**config.mk**
```make
export PLATFORM = sky130hd
export DESIGN_NAME = round_robin_run_queue
export DESIGN_NICKNAME = d
export VERILOG_FILES = /design/src/rtl/rrrq_pkg.sv /design/src/rtl/round_robin_run_queue.sv /design/src/rtl/rrrq_ctrl.sv /design/src/rtl/rrrq_dp.sv
export VERILOG_INCLUDE_DIRS = /design/src /design/src/rtl
export SDC_FILE = /design/constraint.sdc
export NUM_CORES = 1
export LEC_CHECK = 0
export ABC_AREA = 1
export BUFFER_PORTS_ARGS = -buffer_cell sky130_fd_sc_hd__buf_2
export CELL_PAD_IN_SITES_DETAIL_PLACEMENT = 1
export CELL_PAD_IN_SITES_GLOBAL_PLACEMENT = 1
export CORE_ASPECT_RATIO = 0.9
export CORE_UTILIZATION = 30
export CTS_BUF_LIST = sky130_fd_sc_hd__clkbuf_8
export DETAILED_ROUTE_END_ITERATION = 8
export PLACE_DENSITY = 0.53
export SYNTH_ARGS = -nofsm -noshare
export SYNTH_HDL_FRONTEND = slang
export SYNTH_HIERARCHICAL = 1
export SYNTH_SLANG_ARGS = --single-unit
```
**constraint.sdc**
```tcl
create_clock -name clk -period 11.4 [get_ports clk]
set_clock_uncertainty 0.15 [all_clocks]
set_input_delay 1.71 -clock clk [delete_from_list [all_inputs] [get_ports clk]]
set_output_delay 1.71 -clock clk [all_outputs]
set_load 0.02 [all_outputs]
```
**src/rtl/round_robin_run_queue_macros.svh**
```systemverilog
// ----------------------------------------------------------------------------
// Run queue assertion macros
// Shared assertion forms for the run queue; clocked on clk, off in reset.
// ----------------------------------------------------------------------------
`ifndef ROUND_ROBIN_RUN_QUEUE_MACROS_SVH
`define ROUND_ROBIN_RUN_QUEUE_MACROS_SVH

// Same-cycle implication.
`define RRRQ_ASSERT_NOW(label, ante, cons, msg) \
  label: assert property (@(posedge clk) disable iff (!rst_n) (ante) |-> (cons)) \
    else $error(msg);

// Next-cycle implication.
`define RRRQ_ASSERT_NEXT(label, ante, cons, msg) \
  label: assert property (@(posedge clk) disable iff (!rst_n) (ante) |=> (cons)) \
    else $error(msg);

`endif

```
**src/rtl/rrrq_pkg.sv**
```systemverilog
// ----------------------------------------------------------------------------
// Run queue package
// Field widths, operation codes and controller/datapath interface types.
// ----------------------------------------------------------------------------
`default_nettype none

package rrrq_pkg;

  localparam int MODE_W  = 3;
  localparam int TASK_W  = 5;
  localparam int SLICE_W = 16;
  localparam int CNT_W   = 6;

  localparam logic [SLICE_W-1:0] SLICE_RESET = 16'd100;

  localparam logic [MODE_W-1:0] MODE_ENQ_TAIL = 3'd0;
  localparam logic [MODE_W-1:0] MODE_ENQ_HEAD = 3'd1;
  localparam logic [MODE_W-1:0] MODE_DEQ      = 3'd2;
  localparam logic [MODE_W-1:0] MODE_TICK     = 3'd3;
  localparam logic [MODE_W-1:0] MODE_PICK     = 3'd4;

  typedef struct packed {
    logic accept;
    logic respond;
    logic res_pick;
    logic res_err;
    logic res_resched;
    logic cnt_inc;
    logic cnt_dec;
    logic slice_wr;
    logic unlink;
    logic link_tail;
    logic link_head;
    logic term_tail;
    logic term_head;
  } rrrq_cmd_t;

  typedef struct packed {
    logic is_enq;
    logic enq_head;
    logic is_deq;
    logic is_tick;
    logic is_pick;
    logic keep;
    logic linked;
    logic cnt_zero;
    logic expire;
    logic multi;
  } rrrq_sts_t;

endpackage

`default_nettype wire

```
**src/rtl/round_robin_run_queue.sv**
```systemverilog
// ----------------------------------------------------------------------------
// Round-robin run queue
// Doubly linked run queue of task slots with time slices and a runnable count.
// ----------------------------------------------------------------------------
// Usage: drive in_mode, in_task_id and in_keep_position with start high; the
// word is taken at a rising edge where busy is low. Each word yields exactly
// one result word, shown for one cycle with out_strobe high. The receiver
// cannot stall, so results must be taken when they appear.
// The slice reload value is written through cfg_we and cfg_wdata; the user
// must write it only while idle, as the block itself does not enforce this.
// Pick, counted-only enqueue, re-link, dequeue and a tick that does not
// rotate are done in the execute state; an enqueue that links the task adds
// a terminate state; a tick that rotates an expired task to the tail unlinks
// it, links it at the tail and then terminates it. The next word is taken in
// the cycle its predecessor's result is shown. Each link memory has a single
// write port, which takes one pointer update per cycle.
// Reset empties the list, clears the count and linked flags and loads a
// slice reload of 100; the link and slice memories are not cleared.
// ----------------------------------------------------------------------------
`default_nettype none
`include "round_robin_run_queue_macros.svh"

module round_robin_run_queue import rrrq_pkg::*; #(
  parameter int MAX_TASKS = 32
) (
  input  wire logic               clk,
  input  wire logic               rst_n,
  input  wire logic               cfg_we,
  input  wire logic [SLICE_W-1:0] cfg_wdata,
  input  wire logic               start,
  output logic                    busy,
  input  wire logic [MODE_W-1:0]  in_mode,
  input  wire logic [TASK_W-1:0]  in_task_id,
  input  wire logic               in_keep_position,
  output logic                    out_strobe,
  output logic [TASK_W-1:0]       out_picked_task,
  output logic                    out_picked_valid,
  output logic                    out_resched_request,
  output logic                    out_link_error,
  output logic [CNT_W-1:0]        out_running_count
);

  localparam int COUNT_CAP = (MAX_TASKS < 63) ? MAX_TASKS : 63;
  localparam logic [CNT_W-1:0] CAP = CNT_W'(COUNT_CAP);

  rrrq_cmd_t cmd;
  rrrq_sts_t sts;

  rrrq_ctrl u_ctrl (
    .clk   (clk),
    .rst_n (rst_n),
    .start (start),
    .sts   (sts),
    .busy  (busy),
    .cmd   (cmd)
  );

  rrrq_dp #(
    .MAX_TASKS (MAX_TASKS)
  ) u_dp (
    .clk                 (clk),
    .rst_n               (rst_n),
    .cfg_we              (cfg_we),
    .cfg_wdata           (cfg_wdata),
    .in_mode             (in_mode),
    .in_task_id          (in_task_id),
    .in_keep_position    (in_keep_position),
    .cmd                 (cmd),
    .sts                 (sts),
    .out_strobe          (out_strobe),
    .out_picked_task     (out_picked_task),
    .out_picked_valid    (out_picked_valid),
    .out_resched_request (out_resched_request),
    .out_link_error      (out_link_error),
    .out_running_count   (out_running_count)
  );

  `RRRQ_ASSERT_NEXT(a_accept_busy, start && !busy, busy, "accepted word did not raise busy")
  `RRRQ_ASSERT_NOW(a_strobe_idle, out_strobe, !busy, "result shown while still busy")
  `RRRQ_ASSERT_NOW(a_pick_count, out_strobe && out_picked_valid, out_running_count != '0, "valid pick with zero count")
  `RRRQ_ASSERT_NOW(a_count_cap, out_strobe, out_running_count <= CAP, "running count above its limit")

endmodule

`default_nettype wire

```
**src/rtl/rrrq_ctrl.sv**
```systemverilog
// ----------------------------------------------------------------------------
// Run queue controller
// Sequences each operation into memory read, unlink, link and terminate steps.
// ----------------------------------------------------------------------------
`default_nettype none

module rrrq_ctrl import rrrq_pkg::*; (
  input  wire logic      clk,
  input  wire logic      rst_n,
  input  wire logic      start,
  input  rrrq_sts_t      sts,
  output logic           busy,
  output rrrq_cmd_t      cmd
);

  typedef enum logic [2:0] {
    S_IDLE,
    S_EXEC,
    S_LINK,
    S_TERM_T,
    S_TERM_H
  } state_t;

  state_t state_r, state_nxt;
  logic   resched_r, resched_nxt;
  logic   busy_r;

  always_comb begin
    cmd         = '0;
    state_nxt   = state_r;
    resched_nxt = resched_r;
    unique case (state_r)
      S_IDLE: begin
        if (start) begin
          cmd.accept  = 1'b1;
          resched_nxt = 1'b0;
          state_nxt   = S_EXEC;
        end
      end
      S_EXEC: begin
        state_nxt = S_IDLE;
        if (sts.is_enq) begin
          cmd.cnt_inc = 1'b1;
          if (sts.keep) begin
            cmd.respond = 1'b1;
          end else if (sts.linked) begin
            cmd.respond = 1'b1;
            cmd.res_err = 1'b1;
          end else begin
            cmd.slice_wr = 1'b1;
            if (sts.enq_head) begin
              cmd.link_head = 1'b1;
              state_nxt     = S_TERM_H;
            end else begin
              cmd.link_tail = 1'b1;
              state_nxt     = S_TERM_T;
            end
          end
        end else if (sts.is_deq) begin
          cmd.respond = 1'b1;
          if (!sts.cnt_zero) begin
            cmd.cnt_dec = 1'b1;
            cmd.unlink  = sts.linked;
          end
        end else if (sts.is_tick) begin
          cmd.slice_wr = 1'b1;
          if (sts.expire && sts.linked && sts.multi) begin
            cmd.unlink  = 1'b1;
            resched_nxt = 1'b1;
            state_nxt   = S_LINK;
          end else begin
            cmd.respond = 1'b1;
          end
        end else begin
          cmd.respond  = 1'b1;
          cmd.res_pick = sts.is_pick;
        end
      end
      S_LINK: begin
        cmd.link_tail = 1'b1;
        state_nxt     = S_TERM_T;
      end
      S_TERM_T: begin
        cmd.term_tail   = 1'b1;
        cmd.respond     = 1'b1;
        cmd.res_resched = resched_r;
        state_nxt       = S_IDLE;
      end
      S_TERM_H: begin
        cmd.term_head = 1'b1;
        cmd.respond   = 1'b1;
        state_nxt     = S_IDLE;
      end
      default: begin
        state_nxt = S_IDLE;
      end
    endcase
  end

  always_ff @(posedge clk) begin
    if (!rst_n) begin
      state_r   <= S_IDLE;
      resched_r <= 1'b0;
      busy_r    <= 1'b0;
    end else begin
      state_r   <= state_nxt;
      resched_r <= resched_nxt;
      busy_r    <= (state_nxt != S_IDLE);
    end
  end

  assign busy = busy_r;

endmodule

`default_nettype wire

```
**src/rtl/rrrq_dp.sv**
```systemverilog
// ----------------------------------------------------------------------------
// Run queue datapath
// Link memories, slice memory, head and tail pointers, count and result word.
// ----------------------------------------------------------------------------
`default_nettype none

module rrrq_dp import rrrq_pkg::*; #(
  parameter int MAX_TASKS = 32
) (
  input  wire logic               clk,
  input  wire logic               rst_n,
  input  wire logic               cfg_we,
  input  wire logic [SLICE_W-1:0] cfg_wdata,
  input  wire logic [MODE_W-1:0]  in_mode,
  input  wire logic [TASK_W-1:0]  in_task_id,
  input  wire logic               in_keep_position,
  input  rrrq_cmd_t               cmd,
  output rrrq_sts_t               sts,
  output logic                    out_strobe,
  output logic [TASK_W-1:0]       out_picked_task,
  output logic                    out_picked_valid,
  output logic                    out_resched_request,
  output logic                    out_link_error,
  output logic [CNT_W-1:0]        out_running_count
);

  localparam int IDX_W     = $clog2(MAX_TASKS);
  localparam int SLOT_W    = $clog2(MAX_TASKS + 1);
  localparam int EXT_W     = (SLOT_W > TASK_W) ? SLOT_W : TASK_W;
  localparam int COUNT_CAP = (MAX_TASKS < 63) ? MAX_TASKS : 63;
  localparam logic [SLOT_W-1:0] NIL = SLOT_W'(MAX_TASKS);
  localparam logic [CNT_W-1:0]  CAP = CNT_W'(COUNT_CAP);

  logic [SLOT_W-1:0]  next_mem [MAX_TASKS];
  logic [SLOT_W-1:0]  prev_mem [MAX_TASKS];
  logic [SLICE_W-1:0] slice_mem [MAX_TASKS];

  logic [MODE_W-1:0]    mode_r;
  logic [IDX_W-1:0]     tid_r;
  logic                 id_ok_r;
  logic                 keep_r;
  logic [SLOT_W-1:0]    head_r, head_nxt;
  logic [SLOT_W-1:0]    tail_r, tail_nxt;
  logic [MAX_TASKS-1:0] linked_r, linked_nxt;
  logic [CNT_W-1:0]     count_r, count_nxt;
  logic [SLICE_W-1:0]   reload_r;
  logic [SLOT_W-1:0]    rd_next_r, rd_prev_r;
  logic [SLICE_W-1:0]   rd_slice_r;
  logic                 out_strobe_r;
  logic [TASK_W-1:0]    out_task_r;
  logic                 out_valid_r, out_resched_r, out_err_r;
  logic [CNT_W-1:0]     out_count_r;

  logic [EXT_W-1:0]   id_ext;
  logic [IDX_W-1:0]   in_addr;
  logic               in_ok;
  logic [SLOT_W-1:0]  t_slot;
  logic [EXT_W-1:0]   head_ext;
  logic               pick_hit;
  logic               next_we, prev_we;
  logic [IDX_W-1:0]   next_waddr, prev_waddr;
  logic [SLOT_W-1:0]  next_wdata, prev_wdata;
  logic [SLICE_W-1:0] slice_wdata;

  assign id_ext   = EXT_W'(in_task_id);
  assign in_addr  = id_ext[IDX_W-1:0];
  assign in_ok    = (id_ext < EXT_W'(MAX_TASKS));
  assign t_slot   = SLOT_W'(tid_r);
  assign head_ext = EXT_W'(head_r);
  assign pick_hit = cmd.res_pick && (count_r != '0) && (head_r != NIL);

  always_comb begin
    sts = '0;
    unique case (mode_r) inside
      MODE_ENQ_TAIL, MODE_ENQ_HEAD: sts.is_enq = id_ok_r;
      MODE_DEQ:                     sts.is_deq = id_ok_r;
      MODE_TICK:                    sts.is_tick = id_ok_r;
      MODE_PICK:                    sts.is_pick = 1'b1;
      default:                      ;
    endcase
    sts.enq_head = (mode_r == MODE_ENQ_HEAD);
    sts.keep     = keep_r;
    sts.linked   = linked_r[tid_r];
    sts.cnt_zero = (count_r == '0);
    sts.expire   = (rd_slice_r == SLICE_W'(1));
    sts.multi    = (head_r != tail_r);
  end

  always_comb begin
    next_we    = 1'b0;
    next_waddr = tid_r;
    next_wdata = NIL;
    prev_we    = 1'b0;
    prev_waddr = tid_r;
    prev_wdata = NIL;
    head_nxt   = head_r;
    tail_nxt   = tail_r;
    linked_nxt = linked_r;
    if (cmd.unlink) begin
      next_we    = (rd_prev_r != NIL);
      next_waddr = rd_prev_r[IDX_W-1:0];
      next_wdata = rd_next_r;
      prev_we    = (rd_next_r != NIL);
      prev_waddr = rd_next_r[IDX_W-1:0];
      prev_wdata = rd_prev_r;
      if (rd_prev_r == NIL) begin
        head_nxt = rd_next_r;
      end
      if (rd_next_r == NIL) begin
        tail_nxt = rd_prev_r;
      end
      linked_nxt[tid_r] = 1'b0;
    end
    if (cmd.link_tail) begin
      next_we    = (tail_r != NIL);
      next_waddr = tail_r[IDX_W-1:0];
      next_wdata = t_slot;
      prev_we    = 1'b1;
      prev_waddr = tid_r;
      prev_wdata = tail_r;
      if (tail_r == NIL) begin
        head_nxt = t_slot;
      end
      tail_nxt          = t_slot;
      linked_nxt[tid_r] = 1'b1;
    end
    if (cmd.link_head) begin
      next_we    = 1'b1;
      next_waddr = tid_r;
      next_wdata = head_r;
      prev_we    = (head_r != NIL);
      prev_waddr = head_r[IDX_W-1:0];
      prev_wdata = t_slot;
      if (head_r == NIL) begin
        tail_nxt = t_slot;
      end
      head_nxt          = t_slot;
      linked_nxt[tid_r] = 1'b1;
    end
    if (cmd.term_tail) begin
      next_we    = 1'b1;
      next_waddr = tid_r;
      next_wdata = NIL;
    end
    if (cmd.term_head) begin
      prev_we    = 1'b1;
      prev_waddr = tid_r;
      prev_wdata = NIL;
    end
  end

  always_comb begin
    count_nxt = count_r;
    if (cmd.cnt_inc && (count_r < CAP)) begin
      count_nxt = count_r + CNT_W'(1);
    end else if (cmd.cnt_dec) begin
      count_nxt = count_r - CNT_W'(1);
    end
  end

  assign slice_wdata = (sts.is_tick && !sts.expire) ? (rd_slice_r - SLICE_W'(1)) : reload_r;

  always_ff @(posedge clk) begin
    if (next_we) begin
      next_mem[next_waddr] <= next_wdata;
    end
    if (cmd.accept) begin
      rd_next_r <= next_mem[in_addr];
    end
  end

  always_ff @(posedge clk) begin
    if (prev_we) begin
      prev_mem[prev_waddr] <= prev_wdata;
    end
    if (cmd.accept) begin
      rd_prev_r <= prev_mem[in_addr];
    end
  end

  always_ff @(posedge clk) begin
    if (cmd.slice_wr) begin
      slice_mem[tid_r] <= slice_wdata;
    end
    if (cmd.accept) begin
      rd_slice_r <= slice_mem[in_addr];
    end
  end

  always_ff @(posedge clk) begin
    if (!rst_n) begin
      head_r       <= NIL;
      tail_r       <= NIL;
      linked_r     <= '0;
      count_r      <= '0;
      reload_r     <= SLICE_RESET;
      out_strobe_r <= 1'b0;
    end else begin
      head_r       <= head_nxt;
      tail_r       <= tail_nxt;
      linked_r     <= linked_nxt;
      count_r      <= count_nxt;
      out_strobe_r <= cmd.respond;
      if (cfg_we) begin
        reload_r <= cfg_wdata;
      end
    end
  end

  always_ff @(posedge clk) begin
    if (cmd.accept) begin
      mode_r  <= in_mode;
      tid_r   <= in_addr;
      id_ok_r <= in_ok;
      keep_r  <= in_keep_position;
    end
    if (cmd.respond) begin
      out_task_r    <= pick_hit ? head_ext[TASK_W-1:0] : '0;
      out_valid_r   <= pick_hit;
      out_resched_r <= cmd.res_resched;
      out_err_r     <= cmd.res_err;
      out_count_r   <= count_nxt;
    end
  end

  assign out_strobe          = out_strobe_r;
  assign out_picked_task     = out_task_r;
  assign out_picked_valid    = out_valid_r;
  assign out_resched_request = out_resched_r;
  assign out_link_error      = out_err_r;
  assign out_running_count   = out_count_r;

endmodule

`default_nettype wire

```
==> results.txt, run 1 <==
The final critical path takes up 50.2% of the cycle. The total half-perimeter wirelength after legalization and detailed placement is 78.9 mm. The actual transition at the worst max-transition pin came out at 1170 ps. The power density relative to cell area is 158 mW/mm^2. The final layout contains routed wiring with a total length of 138 mm.

The largest area contributor in the netlist is sky130_fd_sc_hd__edfxtp_1. The synthesized area divided by synthesized cell count came out at 10.6 sq um. The multi-input gate area in the final layout came out at 0.0123 sq mm. STA classifies the critical path startpoint as a flip-flop.

Routability-driven placement finished with a final weighted congestion of 0.828. The number of DRC markers after the initial detailed-route iteration came out at 2067. The shortest clock period the worst path allows after layout came out at 5720 ps.

Combinational logic burns 7.2% of the power. The worst register-to-register path ends at u_dp/prev_mem[13][1]$_DFFE_PP_. Counting stages on the worst path, the most repeated cell is sky130_fd_sc_hd__nand2_1. The placed instance count is 5933. The post-route total power came out at 7.75 mW.

Of the synthesized area, sequential elements account for 68.5%. The largest buffer count on any clock path is 3. The synthesized design contains 947 enable-type register cells. After synthesis, the largest area contributor takes up 65.2% of total cell area.

The die area came out at 0.147 sq mm. The final instance count without filler cells is 6231. The core area came out at 0.144 sq mm. The final worst-path setup slack came out at 5680 ps. The proportion of layout cells with a drive suffix above 1 is 10.8%. The post-synthesis instance area came out at 0.0436 sq mm. The internal portion of the total power is 5.81 mW. The share of total power consumed by net switching is 25.1%. The number of detailed-route iterations in the first pass is 5.

Max-cap violations in this run came to 0. The detailed-route via count came out at 30200. After detailed routing, the number of vias per cell comes to 4.85. After clock tree synthesis, the clock-pin slew on the worst setup and hold paths is 60 ps. The number of gates resized after CTS was 0.

For the worst setup path, the data arrival time is 6080 ps. The portion of total power attributed to the clock network is 39.3%. The final-report hold violation count was 0. The clock tree from TritonCTS is built. The total negative setup slack is 0 ps.

The endpoint of the worst setup timing path is u_dp/prev_mem[13][1]$_DFFE_PP_. Hold repair after CTS inserted 0 buffers. Across the VDD grid, the largest voltage drop is 0.000111 V. The most used flip-flop cell after synthesis is sky130_fd_sc_hd__edfxtp_1.

The first-pass GRT wire length is 205 mm. The largest net degree at the start of global routing came out at 187. The analysis attributes to cell leakage a power of 18.1 nW. The number of global-route vias before repair is 31300. Registers take 0.0299 sq mm. The net count after synthesis came out at 4139. The setup slack of the worst register-to-register path is 5680 ps. The initial cell density of the core is 30.3%. In this run the tightest slew margin relative to its limit is 21.8%. By area the synthesized netlist is led by sky130_fd_sc_hd__edfxtp_1 (65%), sky130_fd_sc_hd__nand2_1 (13%), sky130_fd_sc_hd__nand3_1 (8.9%). The flop and latch count out of synthesis came out at 1019.

Setup repair after global routing left no endpoint under its margin. In this design, the stage delay of the slowest critical-path cell is 770 ps. For this run, asynchronously set or reset flops after synthesis account for 0%. The number of standard-cell rows in the floorplan came out at 132. Clock latency on the worst-skew pair, taken at its later pin, is 890 ps. The total count of max-transition violations in the final report is 0. The startpoint identified for the worst register-to-register timing path is u_dp/tid_r[1]$_DFFE_PP_. Buffers placed on the I/O ports in this run total 44.

The category of the critical setup timing path is flip-flop to flip-flop. The worst hold path class is flip-flop to flip-flop. At the worst endpoint, the required time is 11760 ps. The run finished with clean final reports. The switching component of the power is 1.95 mW.

The largest individual stage delay along the critical path comes from the cell sky130_fd_sc_hd__nor2_2. The netlist uses 44 different library cells. For this run, design rule violations remaining after detail routing come to 0. The count of clock tree sinks came out at 1019. For this run, the post-layout net count is 4196. The initial antenna violation count was 4. The part of the total power dissipated in sequential elements came out at 53.5%.

Setup violations remaining at the end of the flow were counted as 0. The final antenna-violating net count is 0. Traced cell by cell, the critical path runs through inv_1 -> nor2_2 -> nand2_1 -> nand4_1 -> nand2_1 -> nand2_1 -> nor2_1 -> nand2_1 -> nand3_1 -> nor2_1 -> nand2_1 -> nand2_1 -> inv_2 -> nor2_2 -> nand2_1 -> nand3_1 -> nand2_1 -> nand2_1 -> nand3_2 -> nor2_1. The die is 364 um tall. The largest fanout on the critical path is 42. The overall overflow remaining after global route came out at 0. The master cell of the clock root buffer is sky130_fd_sc_hd__clkbuf_8. The x dimension of the die came out at 404 um. The worst register-to-register path has a depth of 20. The cell count after synthesis is 4105. The all-layer global routing usage is 18.8%. STA classifies the critical path endpoint as a flip-flop. The Yosys step of the flow raised 6 warnings.

OpenSTA, run right after detailed placement, puts the worst setup slack at 5700 ps. In the synthesized netlist, the cells that appear most often are sky130_fd_sc_hd__nand2_1 (1515), sky130_fd_sc_hd__edfxtp_1 (947), sky130_fd_sc_hd__nand3_1 (777), sky130_fd_sc_hd__nor2_1 (192), sky130_fd_sc_hd__buf_2 (100). The area growth from synthesis to layout is 12.2%. The clock tree synthesis step divided the H-tree into 4 levels. The critical path starts at u_dp/tid_r[1]$_DFFE_PP_. The average wire per standard cell is 22.2 um. Buffers inserted during clock tree synthesis total 170.

After filler insertion, the fill cell instance count of the layout stands at 16100. The most common cell in the synthesized netlist is sky130_fd_sc_hd__nand2_1. The top achievable clock speed is 175 MHz.

For this design the top-level I/O count stands at 45. The number of setup buffers added after CTS is 0.
flip-flops by register name, summed over array words and instances, names as in the netlist:
signal	count
u_dp/slice_mem	512
u_dp/next_mem	192
u_dp/prev_mem	192
u_dp/linked_r	32
u_dp/rd_slice_r	16
u_dp/reload_r	16
u_dp/count_r	6
u_dp/head_ext	6
u_dp/out_running_count	6
u_dp/rd_next_r	6
u_dp/rd_prev_r	6
u_dp/tail_r	6
u_dp/out_picked_task	5
u_dp/tid_r	5
u_ctrl/state_r	3
u_dp/mode_r	3
u_ctrl/busy	1
u_ctrl/resched_r	1
u_dp/keep_r	1
u_dp/out_link_error	1
u_dp/out_picked_valid	1
u_dp/out_resched_request	1
u_dp/out_strobe	1
worst max-delay path, delay by kind of cell, from the launching register on:
family	cells	cell delay (ps)
simple gates	18	4030
flops	1	580
buf+inv	2	580
how the worst min path moves through the flow:
| stage | startpoint | endpoint | slack [ps] | cells after the start |
|---|---|---|---|---|
| after floorplan | u_dp/reload_r[2]$_SDFFE_PN1P_ | u_dp/reload_r[2]$_SDFFE_PN1P_ | 280 | 2 |
| after global placement | u_dp/reload_r[6]$_SDFFE_PN1P_ | u_dp/reload_r[6]$_SDFFE_PN1P_ | 320 | 2 |
| after detailed placement | u_dp/linked_r[30]$_SDFF_PN0_ | u_dp/linked_r[30]$_SDFF_PN0_ | 320 | 2 |
| after CTS | u_dp/linked_r[18]$_SDFF_PN0_ | u_dp/linked_r[18]$_SDFF_PN0_ | 330 | 2 |
| after global routing | u_ctrl/resched_r$_SDFFE_PN0P_ | u_ctrl/resched_r$_SDFFE_PN0P_ | 360 | 2 |
| final | u_dp/linked_r[30]$_SDFF_PN0_ | u_dp/linked_r[30]$_SDFF_PN0_ | 330 | 2 |
kinds of logic after synthesis:
group	after synthesis	synth area share, %
compound gates	157	2.01
xor+xnor	17	0.341
fa+ha+maj	5	0.143
buf+inv	342	3.93
flops	1019	68.5
simple gates	2565	25.1
final cells by class:
cell class	instances	area share (%)
antenna	5	0.0255
clock buffer	187	5.26
clock inverter	106	1.06
inverter	104	0.871
multi-input combinational	2744	25.1
sequential	1019	61.0
tap	1943	4.96
timing repair buffer	123	1.73
layout by cell type (no fill, tap or decap), drive strengths merged, types with 4 or more instances in the layout:
cell type / instances
a21oi: 58
a221oi: 5
buf: 123
clkbuf: 187
clkinv: 43
clkinvlp: 5
dfxtp: 72
diode: 5
edfxtp: 947
ha: 5
inv: 159
nand2: 1531
nand3: 782
nand4: 14
nor2: 213
nor3: 20
o21a: 4
o21ai: 80
o22ai: 5
xnor2: 11
xor2: 6
power by group through the flow:
stage	registers [mW]	logic, mW	clock network, mW
final	4.15	0.555	3.05
after global routing	4.15	0.613	3.30
after CTS	4.15	0.565	3.15
after detailed placement	4.23	0.563	0
after global placement	4.23	0.560	0
after floorplan	4.22	0.346	0
stage by stage:
stage | area [sq um] | util, % | hold slack [ps]
global route | 49000 | 34.0 | 359
detailed placement | 45900 | 31.8 | 321
global placement | 45900 | 31.8 | 315
CTS | 49000 | 34.0 | 331
finish | 49000 | 34.0 | 329
floorplan | 43600 | - | 279
per-layer routing:
layer	GRT usage, %	up-vias	wire (um)
li1	-	14200	-
met1	26.1	15200	65500
met2	29.7	598	63200
met3	3.43	209	6170
met4	5.74	4	3240
met5	0	-	25
Power figures use the tool's default switching activity.
==> inputs of run 2 (changes only) <==
- ABC_AREA: 1 -> 0
- PLACE_DENSITY: 0.53 -> 0.49
- clock period: 11.4 -> 6 ns (I/O delays scaled with it)
==> results.txt, run 2 <==
Grouping stages by cell kind, the critical path spends the most delay in simple AND/OR/NAND/NOR gates. For this run, global-route usage on met3 was measured as 3.35%. The global routing stage identified its most utilized layer as met2.

The global-route track usage on met2 came out at 24.0%. The all-layer global routing usage is 15.9%. The largest net degree at the start of global routing is 75.

The count of clock tree sinks is 1019. STA classifies the critical path endpoint as a flip-flop. The worst IR drop on VDD came out at 0.000130 V. The area growth from synthesis to layout is 15.9%. The number of DRC markers after the initial detailed-route iteration is 1498. The number of global-route vias before repair is 22400. The number of standard-cell rows in the floorplan is 127. The initial antenna violation count is 3. Setup repair after global routing left no endpoint under its margin.

In this run the power density over the cells is 311 mW/mm^2. Yosys mapped a number of flops with a built-in enable equal to 947. The total CTS buffers came out at 178. The largest fanout on the critical path is 17. For this run, the number of Yosys warnings is 6. The number of flip-flops in the largest register came out at 512. The depth of the most critical reg-to-reg path came out at 11.

The largest area contributor in the netlist is sky130_fd_sc_hd__edfxtp_1. The largest register by flop count is u_dp/slice_mem. The clock latency of the later-clocked register in the worst-skew pair is 880 ps. In this run the critical register-to-register path is captured at u_dp/prev_mem[20][1]$_DFFE_PP_. Of the cells placed in the final design, the portion with a size suffix greater than 1 is 31.0%.

The total half-perimeter wirelength after legalization and detailed placement came out at 65.6 mm. Among all cell types in the netlist, the one instantiated most often is sky130_fd_sc_hd__edfxtp_1. The actual transition at the worst max-transition pin is 1360 ps.

The final layout contains routed wiring with a total length of 108 mm. In the synthesized netlist, the cells that appear most often are sky130_fd_sc_hd__edfxtp_1 (947), sky130_fd_sc_hd__mux4_2 (284), sky130_fd_sc_hd__nor2_1 (147), sky130_fd_sc_hd__nand2_1 (99), sky130_fd_sc_hd__dfxtp_1 (72). The detailed router placed 20800 vias in this run. The final-report hold violation count came out at 0.

In this run, synthesis produced a sequential element count of 1019. The depth of the worst hold-timing path is 3. The overall overflow remaining after global route is 0. The per-cell via count in the routed design is 4.93. The core area is 0.134 sq mm.

The level count of the clock H-tree came out at 4. The path with the worst hold slack has its endpoint at u_dp/reload_r[6]$_SDFFE_PN1P_. The post-synthesis instance area came out at 0.0407 sq mm. On the critical path, the stage with the largest delay is an instance of sky130_fd_sc_hd__edfxtp_1.

The max-cap check violation count came out at 0. The I/O pin count came out at 45. The total count of max-transition violations in the final report is 0. The number of buffers and inverters on the critical path came out at 0.

Counting flops with an async set or reset pin after synthesis yields a share of 0%. The initial cell density of the core came out at 30.4%. The relative slew slack is 9.57%. The most frequent standard cell in the layout excluding fill and tap cells is sky130_fd_sc_hd__edfxtp_1. The weighted congestion reported at the end of routability-driven placement is 0.775. Sorting the synthesized cells by area gives the leading types as sky130_fd_sc_hd__edfxtp_1 (70%), sky130_fd_sc_hd__mux4_2 (16%), sky130_fd_sc_hd__dfxtp_1 (3.5%). The synthesized area divided by synthesized cell count came out at 19.7 sq um. The top achievable clock speed came out at 178 MHz. The run finished with clean final reports. The largest buffer count on any clock path is 3. The library cells used most frequently in the layout, excluding fill and tap cells, are sky130_fd_sc_hd__edfxtp_1 (947), sky130_fd_sc_hd__mux4_2 (284), sky130_fd_sc_hd__clkbuf_8 (191), sky130_fd_sc_hd__nor2_1 (109), sky130_fd_sc_hd__nand2_1 (99). The shortest clock period the worst path allows after layout came out at 5600 ps.

On the worst path, the slowest cell contributes a delay of 810 ps. In the global route stage, met1 resource usage came out at 23.1%. The number of fill cells in the layout came out at 13200. At the worst endpoint, the required time is 6320 ps. The beginning of the worst hold path is cfg_wdata[6]. In the routed design, unresolved DRC markers number 0. The net count after synthesis is 2102. The die area came out at 0.137 sq mm. The average wire per standard cell came out at 25.6 um.

The worst setup path is of the flip-flop to flip-flop kind. The sequential cell area fraction in the yosys report is 73.4%. The critical path goes through mux4_2 -> a22oi_1 -> nand4_1 -> or3b_1 -> nor2_1 -> and2_1 -> nor2b_1 -> o21ai_0 -> a22oi_1 -> nand4_1 -> nor2_1. The start of the worst register-to-register path is u_dp/tid_r[1]$_DFFE_PP_. The x dimension of the die came out at 390 um. In this run, distinct cell masters in the synthesized netlist total 69. The first-pass GRT wire length is 158 mm.

The fraction of synthesized cell area taken by the top area cell type came out at 69.9%. The leakage power total came out at 15.4 nW. In the synthesized netlist the dominant register cell turns out to be sky130_fd_sc_hd__edfxtp_1. The die height came out at 351 um. The tightest min-delay check is of the primary input to flip-flop type. At the end of the flow, the number of nets in the layout was 2313.

The hold slack is 112 ps. The clock tree from TritonCTS is built. Clock-pin slew was measured on the worst setup and hold paths at 60 ps.

The master cell of the clock root buffer is sky130_fd_sc_hd__clkbuf_8. The cell count after synthesis is 2068. In this run the register-to-register setup slack is 400 ps. The final antenna-violating net count came out at 0.

Dividing the final minimum period by the clock period gives 93.4%. The total negative setup slack is 0 ps. The count of endpoints failing setup in the final report is 0.

The launching element type of the critical path is a flip-flop. The port buffer count came out at 44. The number of detailed-route iterations in the first pass is 5. The arrival time at the worst endpoint is 5920 ps. The largest registers in the layout are u_dp/slice_mem: 512 flops, u_dp/next_mem: 192 flops, u_dp/prev_mem: 192 flops.
run 2: cell count changes after synthesis, sizes merged, moves of 12 or more:
| cell | delta |
|---|---|
| mux4 | +288 |
| buf | -152 |
| nor2 | -66 |
| mux2 | +29 |
| clkbuf | +21 |
| nor2b | +17 |
| nand2 | -1432 |
| and2 | +16 |
| nand3 | -770 |
| o21ai | -21 |
| mux2i | +30 |
| inv | -91 |
| a211oi | +12 |
run 2: worst max-delay path by stage:
| stage | start | endpoint | slack, ps | cells after the start |
|---|---|---|---|---|
| after global routing | u_dp/tid_r[1]$_DFFE_PP_ | u_dp/next_mem[19][4]$_DFFE_PP_ | 70 | 12 |
| after global placement | u_dp/tid_r[0]$_DFFE_PP_ | u_dp/prev_mem[21][2]$_DFFE_PP_ | 610 | 12 |
| after CTS | u_dp/tid_r[0]$_DFFE_PP_ | u_dp/prev_mem[20][5]$_DFFE_PP_ | 330 | 11 |
| final | u_dp/tid_r[1]$_DFFE_PP_ | u_dp/prev_mem[20][1]$_DFFE_PP_ | 400 | 11 |
| after floorplan | start | u_dp/keep_r$_DFFE_PP_ | 480 | 1 |
| after detailed placement | u_dp/tid_r[0]$_DFFE_PP_ | u_dp/prev_mem[20][5]$_DFFE_PP_ | 390 | 11 |
run 2: through the flow:
stage / area (sq um) / std cells / worst slack [ps] / util, % / power [mW]
after floorplan: 40700 / 2068 / 483 / - / 8.43
after global placement: 43700 / 3899 / 614 / 32.6 / 8.68
after detailed placement: 43700 / 3899 / 393 / 32.6 / 8.70
after CTS: 47100 / 4223 / 334 / 35.2 / 14.9
after global routing: 47200 / 4225 / 74.2 / 35.2 / 15.2
final: 47200 / 4227 / 395 / 35.2 / 14.7
run 2: cells by family after synthesis:
kind of cell / share of synthesized area (%)
DFF: 73.4
and+or+nand+nor: 4.47
muxes: 17.5
AOI/OAI and AO/OA: 2.64
buffers and inverters: 1.28
xor gates and xnor gates: 0.495
adders and majority gates: 0.154
run 2: worst register-to-register path, stage by stage (launching register included):
cell and delay, ps:
sky130_fd_sc_hd__edfxtp_1 810, sky130_fd_sc_hd__mux4_2 420, sky130_fd_sc_hd__a22oi_1 280, sky130_fd_sc_hd__nand4_1 320
sky130_fd_sc_hd__or3b_1 560, sky130_fd_sc_hd__nor2_1 170, sky130_fd_sc_hd__and2_1 500, sky130_fd_sc_hd__nor2b_1 370
sky130_fd_sc_hd__o21ai_0 170, sky130_fd_sc_hd__a22oi_1 420, sky130_fd_sc_hd__nand4_1 470, sky130_fd_sc_hd__nor2_1 570
run 2: repair_timing:
item	in CTS	in global routing
hold buffers	5	0
setup endpoints to repair	0	37
gates resized for setup	0	1
hold endpoints to repair	5	0
setup buffers	0	1
run 2: layout make-up:
type	count	area [sq um]	area share [%]
clock buffer	191	2630	5.57
clock inverter	128	768	1.63
antenna	3	7.51	0.0159
inverter	11	41.3	0.0876
tap	1806	2260	4.79
timing repair buffer	138	1050	2.23
sequential	1019	29900	63.4
multi-input combinational	931	10500	22.3
run 2: report_power, final:
group	internal (mW)	total (mW)	leakage, nW	switching (mW)
clock network	3.27	6.12	1.95	2.85
logic	0.256	0.686	3.86	0.430
registers	7.82	7.86	9.55	0.0459
run 2: per-layer routing:
| metal | vias up | share of wire, % |
|---|---|---|
| met4 | 0 | 1.7 |
| li1 | 8958 | - |
| met1 | 11300 | 49 |
| met5 | - | 0 |
| met3 | 149 | 4.6 |
| met2 | 483 | 45 |
